### config.mk
export PLATFORM = sky130hd
export DESIGN_NAME = knn_two_class_classifier
export DESIGN_NICKNAME = d
export VERILOG_FILES = /design/src/hdl/knn_pkg.sv /design/src/hdl/knn_two_class_classifier.sv /design/src/hdl/knn_ctrl.sv /design/src/hdl/knn_dp.sv
export SDC_FILE = /design/constraint.sdc
export NUM_CORES = 1
export LEC_CHECK = 0
export BUFFER_PORTS_ARGS = -buffer_cell sky130_fd_sc_hd__clkbuf_2
export CAP_MARGIN = 25
export CORE_MARGIN = 2
export CORE_UTILIZATION = 37
export CTS_CLUSTER_DIAMETER = 40
export DETAILED_ROUTE_END_ITERATION = 8
export GPL_ROUTABILITY_DRIVEN = 0
export GPL_TIMING_DRIVEN = 1
export MAX_ROUTING_LAYER = met4
export PLACE_DENSITY = 0.58
export SLEW_MARGIN = 25
export SYNTH_ARGS = -nofsm -noshare
export SYNTH_HDL_FRONTEND = slang
export SYNTH_SLANG_ARGS = --single-unit
### constraint.sdc
create_clock -name clk -period 8.6 [get_ports clk]
set_input_delay 0.43 -clock clk [delete_from_list [all_inputs] [get_ports clk]]
set_output_delay 0.43 -clock clk [all_outputs]
set_load 0.02 [all_outputs]
### src/hdl/knn_pkg.sv
// ----------------------------------------------------------------------------
// knn_pkg: shared types and constants for the k-nearest-neighbour classifier
// Field widths, register indexes, controller states and the command and
// status groups between the controller and the datapath.
// ----------------------------------------------------------------------------
package knn_pkg;

  // Field widths fixed by the item formats
  localparam int COORD_W = 5;
  localparam int SLOT_W  = 4;
  localparam int REG_W   = 5;
  localparam int VOTE_W  = 5;
  localparam int DIST_W  = 2 * COORD_W + 1;

  // Default table depth
  localparam int DEF_MAX_SAMPLES = 16;

  // Configuration register indexes
  localparam int CFG_IDX_W = 1;
  typedef enum logic [CFG_IDX_W-1:0] {
    REG_NEIGHBOR_COUNT = 1'b0,
    REG_SAMPLES_IN_USE = 1'b1
  } knn_reg_t;

  // Item kinds carried in the input tuser
  typedef enum logic {
    MODE_LOAD  = 1'b0,
    MODE_QUERY = 1'b1
  } knn_mode_t;

  // Class labels
  localparam logic CLASS_P = 1'b0;
  localparam logic CLASS_Q = 1'b1;

  // One sample table entry
  typedef struct packed {
    logic             label;
    logic [COORD_W-1:0] y;
    logic [COORD_W-1:0] x;
  } knn_sample_t;

  // Controller states
  typedef enum logic [2:0] {
    ST_IDLE,
    ST_SCAN,
    ST_DRAIN1,
    ST_DRAIN2,
    ST_VOTE,
    ST_DONE
  } knn_state_t;

  // Controller to datapath
  typedef struct packed {
    logic load_en;   // write the input sample into the table
    logic query_en;  // latch query point, clear list, votes and index
    logic rd_en;     // read table entry at the index, step the index
    logic cnt_clr;   // clear the index
    logic vote_en;   // count head of the sorted list, shift it, step index
    logic out_load;  // move the votes into the output register
  } knn_cmd_t;

  // Datapath to controller
  typedef struct packed {
    logic scan_done;  // every sample in use has been read
    logic vote_done;  // k entries have voted
    logic out_free;   // output register can take a result this cycle
  } knn_status_t;

endpackage

### src/hdl/knn_two_class_classifier.sv
// ----------------------------------------------------------------------------
// knn_two_class_classifier: two-class k-nearest-neighbour classifier
// Loads labelled samples into a table and classifies query points by the
// vote of the k nearest samples in squared Euclidean distance.
// ----------------------------------------------------------------------------
// A load item (tuser 0) writes x, y and class into a table slot; a load to
// a slot at or above MAX_SAMPLES is dropped. Loads give no result. A query
// item (tuser 1) uses n, the samples in use (clamped to MAX_SAMPLES), and k,
// the neighbour count (clamped to n): one table read per cycle feeds a
// two-stage distance pipeline into an insertion-sorted list, then the k
// nearest are counted one per cycle from the head of the list. Distance
// ties favour the lower slot, and a vote tie gives class Q. Only one item
// is worked on at a time; a finished result sits in the output register
// while the next item is taken. Slots must be loaded before a query reads
// them. Write configuration only while idle; the block does not enforce it.
// ----------------------------------------------------------------------------
module knn_two_class_classifier import knn_pkg::*; #(
  parameter int MAX_SAMPLES = DEF_MAX_SAMPLES
) (
  input  logic                 clk,
  input  logic                 rst_n,
  // input channel
  input  logic                 in_tvalid,
  output logic                 in_tready,
  input  logic [15:0]          in_tdata,   // slot[3:0], point_x[8:4], point_y[13:9],
                                           // sample_class[14], zero[15]
  input  logic                 in_tuser,   // mode: 0 load, 1 query
  // result channel
  output logic                 out_tvalid,
  input  logic                 out_tready,
  output logic [15:0]          out_tdata,  // predicted_class[0], p_votes[5:1],
                                           // q_votes[10:6], zero[15:11]
  // configuration write channel
  input  logic                 cfg_valid,
  output logic                 cfg_ready,
  input  logic [CFG_IDX_W-1:0] cfg_index,
  input  logic [REG_W-1:0]     cfg_data
);

  knn_cmd_t          cmd;
  knn_status_t       status;
  logic              pred_class;
  logic [VOTE_W-1:0] p_votes, q_votes;

  // Configuration writes are always taken
  assign cfg_ready = 1'b1;

  knn_ctrl u_ctrl (
    .clk       (clk),
    .rst_n     (rst_n),
    .in_tvalid (in_tvalid),
    .in_tuser  (in_tuser),
    .in_tready (in_tready),
    .status    (status),
    .cmd       (cmd)
  );

  knn_dp #(
    .MAX_SAMPLES (MAX_SAMPLES)
  ) u_dp (
    .clk                 (clk),
    .rst_n               (rst_n),
    .cfg_we              (cfg_valid),
    .cfg_index           (cfg_index),
    .cfg_data            (cfg_data),
    .in_slot             (in_tdata[3:0]),
    .in_point_x          (in_tdata[8:4]),
    .in_point_y          (in_tdata[13:9]),
    .in_sample_class     (in_tdata[14]),
    .cmd                 (cmd),
    .status              (status),
    .out_tvalid          (out_tvalid),
    .out_tready          (out_tready),
    .out_predicted_class (pred_class),
    .out_p_votes         (p_votes),
    .out_q_votes         (q_votes)
  );

  // Result packing
  assign out_tdata = {5'd0, q_votes, p_votes, pred_class};

endmodule

### src/hdl/knn_ctrl.sv
// ----------------------------------------------------------------------------
// knn_ctrl: sequencing state machine
// Takes items, walks the table for a query, waits for the distance pipeline
// to empty, steps the vote count and hands the result to the output register.
// ----------------------------------------------------------------------------
module knn_ctrl import knn_pkg::*; (
  input  logic        clk,
  input  logic        rst_n,
  input  logic        in_tvalid,
  input  logic        in_tuser,
  output logic        in_tready,
  input  knn_status_t status,
  output knn_cmd_t    cmd
);

  knn_state_t state_r, state_nxt;

  // State register
  always_ff @(posedge clk) begin
    if (!rst_n) begin
      state_r <= ST_IDLE;
    end else begin
      state_r <= state_nxt;
    end
  end

  // Next state and commands
  always_comb begin
    state_nxt = state_r;
    cmd       = '0;
    in_tready = 1'b0;
    case (state_r)
      ST_IDLE: begin
        in_tready = 1'b1;
        if (in_tvalid) begin
          if (knn_mode_t'(in_tuser) == MODE_QUERY) begin
            cmd.query_en = 1'b1;
            state_nxt    = ST_SCAN;
          end else begin
            cmd.load_en = 1'b1;
          end
        end
      end
      ST_SCAN: begin
        if (status.scan_done) begin
          state_nxt = ST_DRAIN1;
        end else begin
          cmd.rd_en = 1'b1;
        end
      end
      ST_DRAIN1: begin
        state_nxt = ST_DRAIN2;
      end
      ST_DRAIN2: begin
        cmd.cnt_clr = 1'b1;
        state_nxt   = ST_VOTE;
      end
      ST_VOTE: begin
        if (status.vote_done) begin
          state_nxt = ST_DONE;
        end else begin
          cmd.vote_en = 1'b1;
        end
      end
      ST_DONE: begin
        if (status.out_free) begin
          cmd.out_load = 1'b1;
          state_nxt    = ST_IDLE;
        end
      end
      default: begin
        state_nxt = ST_IDLE;
      end
    endcase
  end

endmodule

### src/hdl/knn_dp.sv
// ----------------------------------------------------------------------------
// knn_dp: sample table, distance pipeline, sorted neighbour list and votes
// Distances stream in one per cycle and are insertion-sorted into a row of
// registers; the nearest k are then shifted out of the head and counted.
// ----------------------------------------------------------------------------
module knn_dp import knn_pkg::*; #(
  parameter int MAX_SAMPLES = DEF_MAX_SAMPLES
) (
  input  logic                  clk,
  input  logic                  rst_n,
  // configuration writes
  input  logic                  cfg_we,
  input  logic [CFG_IDX_W-1:0]  cfg_index,
  input  logic [REG_W-1:0]      cfg_data,
  // input item fields
  input  logic [SLOT_W-1:0]     in_slot,
  input  logic [COORD_W-1:0]    in_point_x,
  input  logic [COORD_W-1:0]    in_point_y,
  input  logic                  in_sample_class,
  // controller
  input  knn_cmd_t              cmd,
  output knn_status_t           status,
  // result channel
  output logic                  out_tvalid,
  input  logic                  out_tready,
  output logic                  out_predicted_class,
  output logic [VOTE_W-1:0]     out_p_votes,
  output logic [VOTE_W-1:0]     out_q_votes
);

  localparam int AW    = (MAX_SAMPLES > 1) ? $clog2(MAX_SAMPLES) : 1;
  localparam int CNT_W = $clog2(MAX_SAMPLES + 1);
  localparam int CMP_W = (CNT_W > REG_W) ? CNT_W : REG_W;

  // Configuration registers
  logic [REG_W-1:0] neighbor_count_r;
  logic [REG_W-1:0] samples_in_use_r;

  always_ff @(posedge clk) begin
    if (!rst_n) begin
      neighbor_count_r <= REG_W'(1);
      samples_in_use_r <= REG_W'(10);
    end else if (cfg_we) begin
      case (knn_reg_t'(cfg_index))
        REG_NEIGHBOR_COUNT: neighbor_count_r <= cfg_data;
        REG_SAMPLES_IN_USE: samples_in_use_r <= cfg_data;
        default: ;
      endcase
    end
  end

  // Effective sample count and k, both clamped
  logic [CMP_W-1:0] siu_ext, nc_ext, n_ext, k_ext;
  logic [CNT_W-1:0] n_eff, k_eff;

  always_comb begin
    siu_ext = CMP_W'(samples_in_use_r);
    nc_ext  = CMP_W'(neighbor_count_r);
    n_ext   = (32'(siu_ext) > MAX_SAMPLES) ? CMP_W'(MAX_SAMPLES) : siu_ext;
    k_ext   = (nc_ext > n_ext) ? n_ext : nc_ext;
    n_eff   = n_ext[CNT_W-1:0];
    k_eff   = k_ext[CNT_W-1:0];
  end

  // Walk index shared by the table scan and the vote count
  logic [CNT_W-1:0] cnt_r;

  always_ff @(posedge clk) begin
    if (!rst_n) begin
      cnt_r <= '0;
    end else if (cmd.query_en || cmd.cnt_clr) begin
      cnt_r <= '0;
    end else if (cmd.rd_en || cmd.vote_en) begin
      cnt_r <= cnt_r + CNT_W'(1);
    end
  end

  // Sample table
  knn_sample_t mem [MAX_SAMPLES];
  knn_sample_t rd_data_r;
  knn_sample_t wr_data;
  logic        wr_ok;

  assign wr_data = '{label: in_sample_class, y: in_point_y, x: in_point_x};
  assign wr_ok   = 32'(in_slot) < MAX_SAMPLES;

  always_ff @(posedge clk) begin
    if (cmd.load_en && wr_ok) begin
      mem[AW'(in_slot)] <= wr_data;
    end
    if (cmd.rd_en) begin
      rd_data_r <= mem[cnt_r[AW-1:0]];
    end
  end

  // Query point
  logic [COORD_W-1:0] qx_r, qy_r;

  always_ff @(posedge clk) begin
    if (cmd.query_en) begin
      qx_r <= in_point_x;
      qy_r <= in_point_y;
    end
  end

  // Distance pipeline: read stage, then squared distance register
  logic               s1_v_r, s2_v_r;
  logic [DIST_W-1:0]  s2_dist_r;
  logic               s2_lbl_r;
  logic [COORD_W-1:0] dx, dy;
  logic [DIST_W-1:0]  sq_dist;

  always_comb begin
    dx      = (rd_data_r.x > qx_r) ? rd_data_r.x - qx_r : qx_r - rd_data_r.x;
    dy      = (rd_data_r.y > qy_r) ? rd_data_r.y - qy_r : qy_r - rd_data_r.y;
    sq_dist = DIST_W'(dx) * DIST_W'(dx) + DIST_W'(dy) * DIST_W'(dy);
  end

  always_ff @(posedge clk) begin
    if (!rst_n) begin
      s1_v_r <= 1'b0;
      s2_v_r <= 1'b0;
    end else begin
      s1_v_r <= cmd.rd_en;
      s2_v_r <= s1_v_r;
    end
  end

  always_ff @(posedge clk) begin
    if (s1_v_r) begin
      s2_dist_r <= sq_dist;
      s2_lbl_r  <= rd_data_r.label;
    end
  end

  // Sorted neighbour list, nearest at the head. A new distance goes after
  // every entry that is not larger, so ties keep the lower slot first.
  logic [DIST_W-1:0] ld_r   [MAX_SAMPLES];
  logic              ll_r   [MAX_SAMPLES];
  logic              lv_r   [MAX_SAMPLES];
  logic              goes_after [MAX_SAMPLES];

  always_comb begin
    for (int i = 0; i < MAX_SAMPLES; i++) begin
      goes_after[i] = !lv_r[i] || (s2_dist_r < ld_r[i]);
    end
  end

  always_ff @(posedge clk) begin
    if (!rst_n) begin
      for (int i = 0; i < MAX_SAMPLES; i++) begin
        lv_r[i] <= 1'b0;
      end
    end else if (cmd.query_en) begin
      for (int i = 0; i < MAX_SAMPLES; i++) begin
        lv_r[i] <= 1'b0;
      end
    end else if (s2_v_r) begin
      for (int i = 0; i < MAX_SAMPLES; i++) begin
        if (goes_after[i]) begin
          if (i == 0 || !goes_after[(i == 0) ? 0 : i - 1]) begin
            lv_r[i] <= 1'b1;
          end else begin
            lv_r[i] <= lv_r[(i == 0) ? 0 : i - 1];
          end
        end
      end
    end else if (cmd.vote_en) begin
      for (int i = 0; i < MAX_SAMPLES; i++) begin
        lv_r[i] <= (i == MAX_SAMPLES - 1) ? 1'b0 : lv_r[(i == MAX_SAMPLES - 1) ? i : i + 1];
      end
    end
  end

  always_ff @(posedge clk) begin
    if (s2_v_r) begin
      for (int i = 0; i < MAX_SAMPLES; i++) begin
        if (goes_after[i]) begin
          if (i == 0 || !goes_after[(i == 0) ? 0 : i - 1]) begin
            ld_r[i] <= s2_dist_r;
            ll_r[i] <= s2_lbl_r;
          end else begin
            ld_r[i] <= ld_r[(i == 0) ? 0 : i - 1];
            ll_r[i] <= ll_r[(i == 0) ? 0 : i - 1];
          end
        end
      end
    end else if (cmd.vote_en) begin
      for (int i = 0; i < MAX_SAMPLES - 1; i++) begin
        ld_r[i] <= ld_r[i + 1];
        ll_r[i] <= ll_r[i + 1];
      end
    end
  end

  // Vote counters, fed from the list head
  logic [VOTE_W-1:0] pv_r, qv_r;

  always_ff @(posedge clk) begin
    if (!rst_n) begin
      pv_r <= '0;
      qv_r <= '0;
    end else if (cmd.query_en) begin
      pv_r <= '0;
      qv_r <= '0;
    end else if (cmd.vote_en && lv_r[0]) begin
      if (ll_r[0] == CLASS_P) begin
        pv_r <= pv_r + VOTE_W'(1);
      end else begin
        qv_r <= qv_r + VOTE_W'(1);
      end
    end
  end

  // Output register
  logic              out_valid_r;
  logic              out_cls_r;
  logic [VOTE_W-1:0] out_pv_r, out_qv_r;

  always_ff @(posedge clk) begin
    if (!rst_n) begin
      out_valid_r <= 1'b0;
    end else if (cmd.out_load) begin
      out_valid_r <= 1'b1;
    end else if (out_tready) begin
      out_valid_r <= 1'b0;
    end
  end

  always_ff @(posedge clk) begin
    if (cmd.out_load) begin
      out_cls_r <= (pv_r > qv_r) ? CLASS_P : CLASS_Q;
      out_pv_r  <= pv_r;
      out_qv_r  <= qv_r;
    end
  end

  assign out_tvalid          = out_valid_r;
  assign out_predicted_class = out_cls_r;
  assign out_p_votes         = out_pv_r;
  assign out_q_votes         = out_qv_r;

  // Status back to the controller
  assign status.scan_done = (cnt_r >= n_eff);
  assign status.vote_done = (cnt_r >= k_eff);
  assign status.out_free  = !out_valid_r || out_tready;

endmodule
==> flow_metrics.env <==
export IMPL_critPathSlowestCell="fa_1"
export IMPL_relSlewSlack=0.319
export IMPL_ir_drop_uv=598
export IMPL_path_delay_family="adder cells"
export IMPL_synthSimpleGateAreaFrac=0.0784
export IMPL_drv_cap=0
export IMPL_portBuffers=39
export IMPL_fin_area_sq_mm=0.0302
export IMPL_antenna_found_initial=0
export IMPL_timing_final_crit_share=0.781
export IMPL_start_kind="register"
export IMPL_cts_sinks=459
export IMPL_dieArea_sq_mm=0.0727
export IMPL_dr_pass1_iters=5
export IMPL_cts_repair_resized=0
export IMPL_max_clock_path_buffers=3
export IMPL_start_util=0.374
export IMPL_setup_tns_ns=0
export IMPL_powerDensity_mw_per_mm2=413
export IMPL_grt_usage=0.176
export IMPL_num_rows=97
export IMPL_synth_area_sq_mm=0.0261
export IMPL_hpwl_microns=43700
export IMPL_placed_area_sq_mm=0.0274
export IMPL_fp_dieW_microns=270
export IMPL_finalSetupViolations=0
export IMPL_ant_nets=0
export IMPL_status="finished clean"
export IMPL_synth_top_family_by_area="adder cells"
export IMPL_vias=17600
export IMPL_synthMuxAreaShare=0.0959
export IMPL_grt_pass1_vias=18200
export IMPL_synth_compound_area_frac=0.122
export IMPL_synthFlopType="edfxtp_1"
export IMPL_clk_pin_slew_worst_paths_ns=0.05
export IMPL_n_antenna_cell=0
export IMPL_cp_required_ns=8.93
export IMPL_synth_xor_area_share=0.00637
export IMPL_final_seq_area_sq_mm=0.0134
export IMPL_wl_per_cell_microns=19.5
export IMPL_cp_end_kind="register"
export IMPL_nets=2498
export IMPL_hp_class="in -> reg"
export IMPL_fin_cells=3223
export IMPL_crit_type="reg -> reg"
export IMPL_yosys_cell_types_count=81
export IMPL_cp_max_fo=7
export IMPL_dp_cells=3076
export IMPL_ys_warn_count=0
export IMPL_syn_area_per_cell_sq_um=12.1
export IMPL_timing_fmax_ghz=0.149
export IMPL_ioPinCount=47
export IMPL_grt_max_degree=67
export IMPL_power_leakage_uw=0.0117
export IMPL_async_flop_share=0
export IMPL_layout_area_overhead_vs_synth_pct=15.8
export IMPL_ctsHoldBuffers=0
export IMPL_path_cells="inv_1 -> ha_1 -> nor2b_1 -> o31a_1 -> o31a_1 -> mux2i_1 -> xor2_1 -> nand2_1 -> fa_1 -> inv_1 -> fa_1 -> inv_1 -> fa_1 -> inv_1 -> fa_1 -> fa_1 -> ha_1 -> nor2b_1 -> o21ai_0 -> a21boi_0 -> o21ai_0 -> nor2b_1 -> xnor2_1"
export IMPL_rsz0062_at_grt="no"
export IMPL_core_area_sq_mm=0.0699
export IMPL_syn_inst=2157
export IMPL_cts_htree_levels=3
export IMPL_slowest_delay_ns=0.56
export IMPL_hold_viol=0
export IMPL_drc=0
export IMPL_finalMaxSlewViolations=0
export IMPL_synth_adder_area_share=0.128
export IMPL_cp_common_cell="fa_1"
export IMPL_drt_iter0_markers=1194
export IMPL_root_buffer="clkbuf_16"
export IMPL_synth_edf_count=418
export IMPL_period_minus_slack_ns=6.71
export IMPL_crit_arrival_ns=7.05
export IMPL_die_y_microns=270
export IMPL_multi_input_area_sq_mm=0.0114
export IMPL_grt_ovfl_total=0
export IMPL_post_cts_repair_setup_buffers=0
export IMPL_via_per_inst=5.46
export IMPL_synth_seq_area_share=0.512
export IMPL_wl_microns=62800
export IMPL_skew_ns=0.0393
export IMPL_clk_latency_ns=0.62
export IMPL_crit_buf_inv=4
export IMPL_nFillCells=6465
export IMPL_synth_seq_cells=459
export IMPL_grt_pass1_wl_microns=100000
export IMPL_drive_gt1_frac=0.153
export IMPL_cts_buffers=78
export IMPL_cts_tree="yes"
export IMPL_tightest_slew_ns=1.02
==> area by class of cell <==
type / count / share of cell area
Clock buffer: 95 / 0.0718
Clock inverter: 51 / 0.0210
Inverter: 252 / 0.0313
Multi-Input combinational cell: 1342 / 0.376
Sequential cell: 459 / 0.443
Tap cell: 940 / 0.0389
Timing Repair Buffer: 84 / 0.0187
==> stage by stage <==
step	power [uW]	util	setup WS, ns	hold slack [ns]
after global routing	13500	0.432	1.52	0.0863
final	12500	0.432	1.89	0.0754
after detailed placement	9320	0.392	1.94	0.406
after global placement	9150	0.391	1.98	0.404
after CTS	12600	0.432	1.90	0.0492
after floorplan	7930	-	2.29	0.400
==> tightest hold or removal path, stage by stage <==
cell and delay (ns):
clkbuf_2 0.10, nand2_1 0.05, o211ai_1 0.07
==> synth_stat cells, types with 25 or more instances <==
master	n	area, sq um
nand3_1	71	355
dfxtp_1	41	821
mux2_2	28	315
fa_1	25	500
nand2_1	130	488
buf_2	28	140
mux4_2	55	1240
o221ai_1	42	368
a221o_1	31	310
a21oi_1	118	591
o21ai_0	88	440
mux2i_1	95	951
ha_1	228	2850
inv_1	251	942
edfxtp_1	418	12600
nor2_1	74	278
o22ai_1	62	388
clkbuf_1	46	173
==> final timing paths <==
kind	startpoint	to	slack (ns)	cells past startpoint
max	u_dp.qy_r[1]	u_dp.s2_dist_r[8]	1.89	23
min	cfg_data[0]	u_dp.nc_ext[0]	0.08	3
max reg2reg	u_dp.qy_r[1]	u_dp.s2_dist_r[8]	1.89	23
min reg2reg	u_dp.rd_data_r[10]	u_dp.s2_lbl_r	0.42	0
==> cell families after synthesis <==
family | Yosys count
buffers and inverters | 360
xor gates and xnor gates | 19
and+or+nand+nor | 414
other | 2
muxes | 178
adders and majority gates | 253
DFF | 459
AOI/OAI and AO/OA | 472
==> cells in the final DEF, fill, tap and decap left out, drive strengths merged, types with 11 or more instances in the layout <==
master / n
inv: 262
nor2b: 21
clkbuf: 134
dfxtp: 41
clkinvlp: 12
fa: 25
o21ai: 103
mux2i: 95
a221o: 31
a21oi: 120
nor2: 75
xnor2: 11
nand2: 141
nand4: 13
ha: 228
mux2: 28
and2: 14
buf: 45
a21o: 24
edfxtp: 418
nand3: 71
a32oi: 15
o221ai: 42
nand2b: 20
nor3: 23
mux4: 55
o22ai: 62
clkinv: 21
==> power by group <==
group | internal (uW) | switching [uW]
sequential | 3040 | 144
clock | 2080 | 1160
combinational | 2670 | 3390
total | 7780 | 4690
==> routing by layer <==
metal	track usage	share of wire	vias up
li1	-	-	8251
met1	0.227	0.45	8821
met2	0.290	0.48	452
met3	0.0226	0.045	85
met4	0.0544	0.021	0
met5	-	0	-
==> sequential cells by signal, indices dropped and copies added, names as in the netlist <==
| name | count |
|---|---|
| u_dp.out_tvalid | 1 |
| u_dp.qy_r | 5 |
| u_dp.rd_data_r | 11 |
| u_dp.qx_r | 5 |
| u_ctrl.state_r | 3 |
| u_dp.qv_r | 5 |
| u_dp.out_p_votes | 5 |
| u_dp.out_predicted_class | 1 |
| u_dp.pv_r | 5 |
| u_dp.samples_in_use_r | 5 |
| u_dp.out_q_votes | 5 |
| u_dp.ll_r | 16 |
| u_dp.mem | 176 |
| u_dp.nc_ext | 5 |
| u_dp.s1_v_r | 1 |
| u_dp.ld_r | 176 |
| u_dp.lv_r | 16 |
| u_dp.s2_v_r | 1 |
| u_dp.cnt_r | 5 |
| u_dp.s2_dist_r | 11 |
| u_dp.s2_lbl_r | 1 |
Power figures use the tool's default switching activity.
